### config.mk
export PLATFORM = sky130hd
export DESIGN_NAME = magnetometer_i2c_sequencer_calibrator
export DESIGN_NICKNAME = d
export VERILOG_FILES = /design/src/hdl/magcal_pkg.sv /design/src/hdl/magnetometer_i2c_sequencer_calibrator.sv /design/src/hdl/magcal_dp.sv /design/src/hdl/magcal_ctrl.sv
export SDC_FILE = /design/constraint.sdc
export NUM_CORES = 1
export LEC_CHECK = 0
export BUFFER_PORTS_ARGS = -buffer_cell sky130_fd_sc_hd__buf_4
export CORE_MARGIN = 2
export CORE_UTILIZATION = 35
export DETAILED_ROUTE_END_ITERATION = 10
export GPL_TIMING_DRIVEN = 0
export REMOVE_ABC_BUFFERS = 1
export SYNTH_ARGS = -nofsm -noshare
export SYNTH_HDL_FRONTEND = slang
export SYNTH_SLANG_ARGS = --single-unit
### constraint.sdc
create_clock -name clk -period 9.6 [get_ports clk]
set_input_delay 2.4 -clock clk [delete_from_list [all_inputs] [get_ports clk]]
set_output_delay 2.4 -clock clk [all_outputs]
set_load 0.005 [all_outputs]
### src/hdl/magcal_pkg.sv
// ----------------------------------------------------------------------------
// magcal_pkg
// Types, codes and constant tables shared by the magnetometer sequencer.
// ----------------------------------------------------------------------------
package magcal_pkg;

  localparam int GAIN_ONE_DEF = 16384;
  localparam int NUM_REGS     = 7;
  localparam int CMD_LEN      = 5;

  // bus action codes
  localparam logic [2:0] ACT_NONE  = 3'd0;
  localparam logic [2:0] ACT_START = 3'd1;
  localparam logic [2:0] ACT_SEND  = 3'd2;
  localparam logic [2:0] ACT_RECEN = 3'd3;
  localparam logic [2:0] ACT_ACK   = 3'd4;
  localparam logic [2:0] ACT_NACK  = 3'd5;
  localparam logic [2:0] ACT_STOP  = 3'd6;

  // configuration register indexes
  localparam logic [2:0] REG_OFFSET_X = 3'd0;
  localparam logic [2:0] REG_OFFSET_Y = 3'd1;
  localparam logic [2:0] REG_OFFSET_Z = 3'd2;
  localparam logic [2:0] REG_SIGN     = 3'd3;
  localparam logic [2:0] REG_SEL_X    = 3'd4;
  localparam logic [2:0] REG_SEL_Y    = 3'd5;
  localparam logic [2:0] REG_SEL_Z    = 3'd6;

  localparam logic [7:0] READ_ADDR = 8'h3D;

  typedef struct packed {
    logic       cmd;
    logic       bus_error;
    logic [7:0] rx_byte;
  } in_word_t;

  typedef struct packed {
    logic [2:0]         action;
    logic [7:0]         tx_byte;
    logic signed [15:0] field_x;
    logic signed [15:0] field_y;
    logic signed [15:0] field_z;
    logic               field_valid;
    logic               gains_updated;
    logic               bus_fault;
  } out_word_t;

  typedef struct packed {
    logic signed [15:0] offset_x;
    logic signed [15:0] offset_y;
    logic signed [15:0] offset_z;
    logic [2:0]         sign_mask;
    logic [1:0]         sel_x;
    logic [1:0]         sel_y;
    logic [1:0]         sel_z;
  } cfg_t;

  // controller to datapath
  typedef struct packed {
    logic       load_selftest;
    logic       load_cont;
    logic       store_rx;
    logic [7:0] rx_byte;
    logic [2:0] addr;
    logic       start_field;
    logic       start_gain;
  } dp_cmd_t;

  // datapath to controller
  typedef struct packed {
    logic               done;
    logic [7:0]         rd_byte;
    logic signed [15:0] field_x;
    logic signed [15:0] field_y;
    logic signed [15:0] field_z;
  } dp_stat_t;

  // command bytes: self-test or continuous mode
  function automatic logic [7:0] cmd_byte(input logic cont, input logic [2:0] idx);
    logic [7:0] b;
    case (idx)
      3'd0:    b = 8'h3C;
      3'd1:    b = 8'h00;
      3'd2:    b = cont ? 8'h10 : 8'h11;
      3'd3:    b = 8'h20;
      3'd4:    b = cont ? 8'h00 : 8'h01;
      default: b = 8'h00;
    endcase
    return b;
  endfunction

endpackage

### src/hdl/magnetometer_i2c_sequencer_calibrator.sv
// ----------------------------------------------------------------------------
// magnetometer_i2c_sequencer_calibrator
// I2C message sequencer for a three-axis magnetometer with gain calibration.
// ----------------------------------------------------------------------------
//  port group    dir  handshake            word
//  in_*          in   in_valid/in_ready    in_word_t
//  out_*         out  out_valid/out_ready  out_word_t
//  cfg_*         in   cfg_write            index + 16-bit data
//
//  A bus step is written into the output register when it is accepted.
//  The closing step of a data read runs the shared multiplier over the three
//  axes, and the field result then goes into the output register.
//  The closing step of a self-test read runs the serial divider for each
//  axis whose reading is positive.
//  Input is held off while a datapath job runs or while a word waits unread.
//  Synchronous reset; gains return to GainOne, no clearing pass.
module magnetometer_i2c_sequencer_calibrator #(
  parameter int GainOne = magcal_pkg::GAIN_ONE_DEF
) (
  input  logic                  clk,
  input  logic                  rst,
  input  logic                  in_valid,
  output logic                  in_ready,
  input  magcal_pkg::in_word_t  in_data,
  output logic                  out_valid,
  input  logic                  out_ready,
  output magcal_pkg::out_word_t out_data,
  input  logic                  cfg_write,
  input  logic [2:0]            cfg_index,
  input  logic [15:0]           cfg_data
);
  import magcal_pkg::*;

  cfg_t     cfg;
  dp_cmd_t  dcmd;
  dp_stat_t dstat;

  // configuration registers
  always_ff @(posedge clk) begin
    if (rst) begin
      cfg.offset_x  <= '0;
      cfg.offset_y  <= '0;
      cfg.offset_z  <= '0;
      cfg.sign_mask <= '0;
      cfg.sel_x     <= 2'd0;
      cfg.sel_y     <= 2'd1;
      cfg.sel_z     <= 2'd2;
    end else if (cfg_write) begin
      case (cfg_index)
        REG_OFFSET_X: cfg.offset_x  <= cfg_data;
        REG_OFFSET_Y: cfg.offset_y  <= cfg_data;
        REG_OFFSET_Z: cfg.offset_z  <= cfg_data;
        REG_SIGN:     cfg.sign_mask <= cfg_data[2:0];
        REG_SEL_X:    cfg.sel_x     <= cfg_data[1:0];
        REG_SEL_Y:    cfg.sel_y     <= cfg_data[1:0];
        REG_SEL_Z:    cfg.sel_z     <= cfg_data[1:0];
        default: ;
      endcase
    end
  end

  magcal_ctrl u_ctrl (
    .clk       (clk),
    .rst       (rst),
    .in_valid  (in_valid),
    .in_ready  (in_ready),
    .in_data   (in_data),
    .out_valid (out_valid),
    .out_ready (out_ready),
    .out_data  (out_data),
    .dcmd      (dcmd),
    .dstat     (dstat)
  );

  magcal_dp #(.GainOne(GainOne)) u_dp (
    .clk  (clk),
    .rst  (rst),
    .cfg  (cfg),
    .cmd  (dcmd),
    .stat (dstat)
  );

endmodule

### src/hdl/magcal_dp.sv
// ----------------------------------------------------------------------------
// magcal_dp
// Byte buffer, axis gains, shared multiplier and serial gain divider.
// ----------------------------------------------------------------------------
module magcal_dp #(
  parameter int GainOne = magcal_pkg::GAIN_ONE_DEF
) (
  input  logic                 clk,
  input  logic                 rst,
  input  magcal_pkg::cfg_t     cfg,
  input  magcal_pkg::dp_cmd_t  cmd,
  output magcal_pkg::dp_stat_t stat
);
  import magcal_pkg::*;

  localparam int                NUM     = 700 * GainOne;
  localparam int                NUMW    = $clog2(NUM + 1);
  localparam int                BCW     = $clog2(NUMW);
  localparam logic [NUMW-1:0]   NUM_V   = NUMW'(NUM);
  localparam logic [15:0]       GAIN_RV = 16'(GainOne);
  localparam logic [NUMW-1:0]   Q_MAX   = NUMW'(17'h0FFFF);
  localparam logic [BCW-1:0]    BC_TOP  = BCW'(NUMW - 1);

  localparam logic [2:0] DP_IDLE = 3'd0;
  localparam logic [2:0] DP_MUL  = 3'd1;
  localparam logic [2:0] DP_FLD  = 3'd2;
  localparam logic [2:0] DP_LOAD = 3'd3;
  localparam logic [2:0] DP_DIV  = 3'd4;
  localparam logic [2:0] DP_GST  = 3'd5;

  logic [7:0]         buffer [6];
  logic [15:0]        gain   [3];
  logic [2:0]         state;
  logic [1:0]         ax;
  logic [BCW-1:0]     bc;
  logic [NUMW-1:0]    num;
  logic [NUMW-1:0]    quot;
  logic [16:0]        rem;
  logic signed [31:0] prod;
  logic signed [15:0] fld [3];
  logic               done;
  logic               job_end;

  logic [1:0]         k_sel;
  logic [1:0]         k;
  logic [15:0]        raw;
  logic [2:0]         neg_bits;
  logic signed [15:0] off_sel;
  logic signed [15:0] scaled;
  logic signed [15:0] half;
  logic [16:0]        trial;
  logic               ge;
  logic signed [32:0] mul_full;

  // pick the sensor axis for this step
  always_comb begin
    case (ax)
      2'd0:    begin k_sel = cfg.sel_x; off_sel = cfg.offset_x; end
      2'd1:    begin k_sel = cfg.sel_y; off_sel = cfg.offset_y; end
      default: begin k_sel = cfg.sel_z; off_sel = cfg.offset_z; end
    endcase
    neg_bits = cfg.sign_mask;
    k = (state == DP_LOAD || state == DP_DIV || state == DP_GST) ? ax :
        ((k_sel > 2'd2) ? 2'd2 : k_sel);
    case (k)
      2'd0:    raw = {buffer[0], buffer[1]};
      2'd1:    raw = {buffer[2], buffer[3]};
      default: raw = {buffer[4], buffer[5]};
    endcase
  end

  assign mul_full = $signed(raw) * $signed({1'b0, gain[k]});
  assign scaled   = neg_bits[ax] ? -$signed(prod[29:14]) : $signed(prod[29:14]);
  assign half     = {off_sel[15], off_sel[15:1]};
  assign trial    = {rem[15:0], num[NUMW-1]};
  assign ge       = trial >= {1'b0, raw};

  // last step of a job: third axis finished
  assign job_end = (ax == 2'd2) &&
                   ((state == DP_FLD) || (state == DP_GST) ||
                    (state == DP_LOAD && (raw[15] || raw == 16'd0)));

  // buffer: command loads and received bytes
  always_ff @(posedge clk) begin
    if (cmd.load_selftest || cmd.load_cont) begin
      for (int i = 0; i < CMD_LEN; i++) begin
        buffer[i] <= cmd_byte(cmd.load_cont, 3'(i));
      end
    end else if (cmd.store_rx) begin
      buffer[cmd.addr] <= cmd.rx_byte;
    end
  end

  // sequencer for field scaling and gain division
  always_ff @(posedge clk) begin
    if (rst) begin
      state <= DP_IDLE;
      done  <= 1'b0;
      ax    <= 2'd0;
      for (int i = 0; i < 3; i++) gain[i] <= GAIN_RV;
    end else begin
      done <= job_end;
      case (state)
        DP_IDLE: begin
          ax <= 2'd0;
          if (cmd.start_field) state <= DP_MUL;
          else if (cmd.start_gain) state <= DP_LOAD;
        end
        DP_MUL: begin
          prod  <= mul_full[31:0];
          state <= DP_FLD;
        end
        DP_FLD: begin
          fld[ax] <= scaled - half;
          if (ax == 2'd2) begin
            state <= DP_IDLE;
          end else begin
            ax    <= ax + 2'd1;
            state <= DP_MUL;
          end
        end
        DP_LOAD: begin
          if (raw[15] || raw == 16'd0) begin
            gain[ax] <= GAIN_RV;
            if (ax == 2'd2) begin
              state <= DP_IDLE;
            end else begin
              ax <= ax + 2'd1;
            end
          end else begin
            rem   <= 17'd0;
            num   <= NUM_V;
            quot  <= '0;
            bc    <= BC_TOP;
            state <= DP_DIV;
          end
        end
        DP_DIV: begin
          rem  <= ge ? trial - {1'b0, raw} : trial;
          quot <= {quot[NUMW-2:0], ge};
          num  <= num << 1;
          bc   <= bc - 1'b1;
          if (bc == '0) state <= DP_GST;
        end
        DP_GST: begin
          gain[ax] <= (quot > Q_MAX) ? 16'hFFFF : quot[15:0];
          if (ax == 2'd2) begin
            state <= DP_IDLE;
          end else begin
            ax    <= ax + 2'd1;
            state <= DP_LOAD;
          end
        end
        default: state <= DP_IDLE;
      endcase
    end
  end

  always_comb begin
    stat.done    = done;
    stat.rd_byte = (cmd.addr < 3'd6) ? buffer[cmd.addr] : 8'h00;
    stat.field_x = fld[0];
    stat.field_y = fld[1];
    stat.field_z = fld[2];
  end

endmodule

### src/hdl/magcal_ctrl.sv
// ----------------------------------------------------------------------------
// magcal_ctrl
// Bus phase state machine, message counter and output register.
// ----------------------------------------------------------------------------
module magcal_ctrl (
  input  logic                  clk,
  input  logic                  rst,
  input  logic                  in_valid,
  output logic                  in_ready,
  input  magcal_pkg::in_word_t  in_data,
  output logic                  out_valid,
  input  logic                  out_ready,
  output magcal_pkg::out_word_t out_data,
  output magcal_pkg::dp_cmd_t   dcmd,
  input  magcal_pkg::dp_stat_t  dstat
);
  import magcal_pkg::*;

  localparam logic [3:0] PH_IDLE     = 4'd0;
  localparam logic [3:0] PH_WR_START = 4'd1;
  localparam logic [3:0] PH_WR_DATA  = 4'd2;
  localparam logic [3:0] PH_WR_STOP  = 4'd3;
  localparam logic [3:0] PH_RD_START = 4'd4;
  localparam logic [3:0] PH_RD_ADDR  = 4'd5;
  localparam logic [3:0] PH_RD_RECEN = 4'd6;
  localparam logic [3:0] PH_RD_STORE = 4'd7;
  localparam logic [3:0] PH_RD_STOP  = 4'd8;
  localparam logic [3:0] PH_RD_DONE  = 4'd9;

  logic [3:0] phase, phase_next, ph;
  logic [2:0] message_count, mc_next;
  logic [2:0] byte_index, bi_next;
  logic       busy;
  logic       job_field;
  logic       accept;
  logic       has_res;
  out_word_t  res;
  out_word_t  job_res;

  assign in_ready = !busy && (!out_valid || out_ready);
  assign accept   = in_valid && in_ready;

  // work out one bus step for the incoming word
  always_comb begin
    ph         = phase;
    mc_next    = message_count;
    bi_next    = byte_index;
    res        = '0;
    dcmd       = '0;
    dcmd.addr  = byte_index;
    dcmd.rx_byte = in_data.rx_byte;
    if (!in_data.cmd) begin
      bi_next = 3'd0;
      if (message_count < 3'd4) mc_next = message_count + 3'd1;
      dcmd.load_selftest = accept && (mc_next == 3'd1);
      dcmd.load_cont     = accept && (mc_next == 3'd3);
      ph = mc_next[0] ? PH_WR_START : PH_RD_START;
    end
    phase_next = ph;
    if (in_data.bus_error) begin
      res.action    = ACT_STOP;
      res.bus_fault = 1'b1;
      phase_next    = PH_IDLE;
    end else begin
      case (ph)
        PH_IDLE: ;
        PH_WR_START: begin
          res.action = ACT_START;
          phase_next = PH_WR_DATA;
        end
        PH_WR_DATA: begin
          res.action  = ACT_SEND;
          res.tx_byte = dstat.rd_byte;
          bi_next     = byte_index + 3'd1;
          if (bi_next > 3'd4) phase_next = PH_WR_STOP;
        end
        PH_WR_STOP: begin
          res.action = ACT_STOP;
          phase_next = PH_IDLE;
        end
        PH_RD_START: begin
          res.action = ACT_START;
          phase_next = PH_RD_ADDR;
        end
        PH_RD_ADDR: begin
          res.action  = ACT_SEND;
          res.tx_byte = READ_ADDR;
          phase_next  = PH_RD_RECEN;
        end
        PH_RD_RECEN: begin
          res.action = ACT_RECEN;
          phase_next = PH_RD_STORE;
        end
        PH_RD_STORE: begin
          if (byte_index < 3'd6) begin
            dcmd.store_rx = accept;
            bi_next       = byte_index + 3'd1;
          end
          if (bi_next >= 3'd6) begin
            res.action = ACT_NACK;
            phase_next = PH_RD_STOP;
          end else begin
            res.action = ACT_ACK;
            phase_next = PH_RD_RECEN;
          end
        end
        PH_RD_STOP: begin
          res.action = ACT_STOP;
          phase_next = PH_RD_DONE;
        end
        PH_RD_DONE: begin
          dcmd.start_field = accept && (message_count == 3'd4);
          dcmd.start_gain  = accept && (message_count == 3'd2);
          phase_next       = PH_IDLE;
        end
        default: phase_next = PH_IDLE;
      endcase
    end
    has_res = (res.action != ACT_NONE) || res.bus_fault;
  end

  // build the word for a finished datapath job
  always_comb begin
    job_res               = '0;
    job_res.field_valid   = job_field;
    job_res.gains_updated = !job_field;
    if (job_field) begin
      job_res.field_x = dstat.field_x;
      job_res.field_y = dstat.field_y;
      job_res.field_z = dstat.field_z;
    end
  end

  // hold state, run jobs, drive the output register
  always_ff @(posedge clk) begin
    if (rst) begin
      phase         <= PH_IDLE;
      message_count <= 3'd0;
      byte_index    <= 3'd0;
      busy          <= 1'b0;
      out_valid     <= 1'b0;
    end else begin
      if (accept) begin
        phase         <= phase_next;
        message_count <= mc_next;
        byte_index    <= bi_next;
        if (dcmd.start_field || dcmd.start_gain) begin
          busy      <= 1'b1;
          job_field <= dcmd.start_field;
        end
      end
      if (accept && has_res) begin
        out_valid <= 1'b1;
        out_data  <= res;
      end else if (busy && dstat.done) begin
        busy      <= 1'b0;
        out_valid <= 1'b1;
        out_data  <= job_res;
      end else if (out_ready) begin
        out_valid <= 1'b0;
      end
    end
  end

endmodule

==> qor.yml <==
outcome: "finished clean"
synthAdderAreaFrac_pct: 22.2
slew_headroom_pct: 9.73
worst-setup-path-type: "reg2reg"
min_to: "cfg[21]"
die_w_um: 275
yosysSeqAreaShare_pct: 41.8
detail-route-antenna-nets: 0
ys_top_cells_by_count: "edfxtp_1, inv_1, nor2_1, nand2_1, fa_1"
synth-seq-cells: 383
rows: 99
avgSynthCellArea_um2: 10.5
cts_hold_buf: 0
yosys_warnings: 0
htreeDepth: 2
crit_path_max_fanout: 21
clockRootBuffer: "clkbuf_16"
clock_latency_ns: 0.57
slew_viol_final: 0
synth_area_um2: 25700
synth-compound-area-share_pct: 7.06
ir_drop_v: 0.000235
drc: 0
globalplace.congestion: 0.883
hpwl_um: 47300
period_needed_ns: 9.26
fillers: 7031
via_count: 18000
synthTopCellsByArea: "edfxtp_1, fa_1, ha_1, dfxtp_1, inv_1"
slowest_stage: "a22oi_1"
min_from: "cfg[21]"
yosys.area.top_type: "edfxtp_1"
rrSetupSlack_ns: 0.34
synth_top_area_share_pct: 36.0
dieArea_um2: 75600
synth_top_family_by_area: "adder cells"
nNetsFinal: 2907
synth_xor_area_share_pct: 2.08
clk_pin_slew_ns: 0.06
power.density_nw_per_um2: 233
crit_required_ns: 9.95
io_pins: 98
dieHeight_um: 275
finalCritPeriodShare_pct: 96.4
finalSetupTns_ns: 0
start_util_pct: 35.3
drt_first_pass_iters: 5
wl_per_cell_um: 18.3
cpPeakStageDelay_ns: 0.68
worst_pin_slew_ns: 1.35
core_um2: 72800
max_freq_mhz: 108
grt_pass1_wl_um: 101000
grt_max_degree: 76
maxCapViolCount: 0
setup_viol: 0
cts_sinks: 383
r2r_cells: 28
cp-start-kind: "flop"
overflow: 0
fin_util_pct: 40.2
synth_edf_count: 308
wirelength_um: 64400
hp-class: "reg2reg"
timing.rr.start: "u_dp.ax[1]"
endpoint_kind: "flop"
yosys.area_share.simple_pct: 15.7
vias_per_cell: 5.11
skew_ns: 0.0404
synth_cell_type_count: 72
drtIter0Drc: 1357
cts_buffer_depth: 3
grt_use_total_pct: 17.1
leakagePower_nw: 12.2
n_antenna_cell: 0
synth_cells: 2448
cts_inserted_buffers: 42
drive_above_1_share_pct: 11.1
r2r_end: "u_dp.prod[28]"
antenna_found_initial: 0
syn_to_final_growth_pct: 14.0
synthArstFlopShare_pct: 0
whs_path_depth: 2
synthMuxAreaShare_pct: 5.32
synth_most_common_cell: "edfxtp_1"
total_power_mw: 6.82
critical_path_arrival_ns: 9.61
grt_pass1_vias: 18300
synthFlopType: "edfxtp_1"
cts_tree: "yes"
hold_viol: 0
io_buffer_count: 97
routing by layer:
metal  vias to the layer above  share of wire (%)  track usage [%]
met1                      9001                 44             23.1
met3                        94                5.6             2.26
met2                       539                 48             28.2
met4                         0                2.7             5.72
met5                         -                  0                0
li1                       8353                  -                -
power breakdown:
group / leakage, nW / internal (mW) / switching (mW)
combinational: 8.06 / 1.40 / 1.87
sequential: 3.47 / 1.97 / 0.0145
clock: 0.635 / 0.913 / 0.655
total: 12.2 / 4.29 / 2.54
critical path, delay by kind of cell, from the launching register on:
kind	cells	cell delay, ns
buffers and inverters	7	1.09
adder cells (fa/ha/maj)	8	3.47
AO/OA/AOI/OAI	8	2.53
XOR/XNOR	1	0.30
AND/OR/NAND/NOR	4	1.19
flip-flops	1	0.46
cell usage in the layout, fill, tap and decap left out, types with 15 or more instances in the layout:
cell type,count
a21o_1,20
a21oi_1,120
a22o_1,15
and2_1,111
and3_1,56
buf_4,105
clkbuf_16,42
conb_1,16
dfxtp_1,73
edfxtp_1,308
fa_1,195
ha_1,141
inv_1,289
mux2_2,18
mux2i_1,64
mux4_2,16
nand2_1,270
nand2b_1,27
nand3_1,15
nor2_1,282
nor2b_1,23
nor3_1,23
o21ai_0,36
or3_1,17
xnor2_1,41
xor2_1,20
timing repair:
| action | in CTS | in global routing |
|---|---|---|
| hold endpoints to repair | 0 | 0 |
| cloned | 0 | 0 |
| resized for setup | 26 | 10 |
| pin swaps | 1 | 1 |
| setup endpoints to repair | 15 | 12 |
| buffers inserted | 5 | 2 |
registers in the layout, summed over array words and instances (netlist names), named ones only:
| name | flops |
|---|---|
| u_dp.prod | 16 |
| u_ctrl.out_data | 62 |
| u_dp.buffer | 64 |
| u_ctrl.phase | 4 |
| u_ctrl.message_count | 3 |
| cfg | 54 |
| u_dp.gain | 64 |
| u_ctrl.busy | 1 |
| u_ctrl.byte_index | 3 |
| u_dp.done | 1 |
| u_dp.ax | 2 |
| u_ctrl.job_field | 1 |
| u_dp.state | 3 |
| u_dp.bc | 5 |
| u_dp.rem | 16 |
| u_dp.num | 8 |
| u_ctrl.out_valid | 1 |
| u_dp.quot | 24 |
| u_dp.fld | 48 |
worst max path at each step:
| stage | start | endpoint | depth (start not counted) |
|---|---|---|---|
| floorplan | u_dp.ax[0] | u_dp.prod[26] | 29 |
| global placement | u_dp.ax[1] | u_dp.prod[29] | 28 |
| detailed placement | u_dp.ax[1] | u_dp.prod[29] | 29 |
| CTS | u_dp.ax[0] | u_dp.prod[29] | 32 |
| global route | u_dp.ax[1] | u_dp.prod[28] | 28 |
| finish | u_dp.ax[1] | u_dp.prod[28] | 28 |
stage by stage:
step	hold slack (ns)	cell area, µm²	std cells	setup WS, ns
6_report	0.455	29300	3523	0.342
5_1_grt	0.473	29300	3523	-0.00619
4_1_cts	0.455	29200	3521	0.00826
3_5_place_dp	0.447	27700	3443	-1.36
3_3_place_gp	0.442	27300	3423	-3.90
2_1_floorplan	0.430	25400	2367	-0.00973
kinds of logic after synthesis:
group                    after synthesis
XOR/XNOR                              61
flip-flops                           383
AND/OR/NAND/NOR                      870
buffers and inverters                392
adder cells (fa/ha/maj)              338
AO/OA/AOI/OAI                        289
other                                  1
multiplexers                         114
final cells by class:
cell class              instances  area (µm²)  area share (%)
multi-input cells            1688       13800            47.1
flip-flops and latches        383       10800            36.7
well taps                     959        1200            4.10
repair buffers                124        1120            3.82
inverters                     296        1110            3.81
clock buffers                  50        1080            3.69
clock inverters                23         236           0.807
No activity file was read; power rests on OpenSTA's default activity.
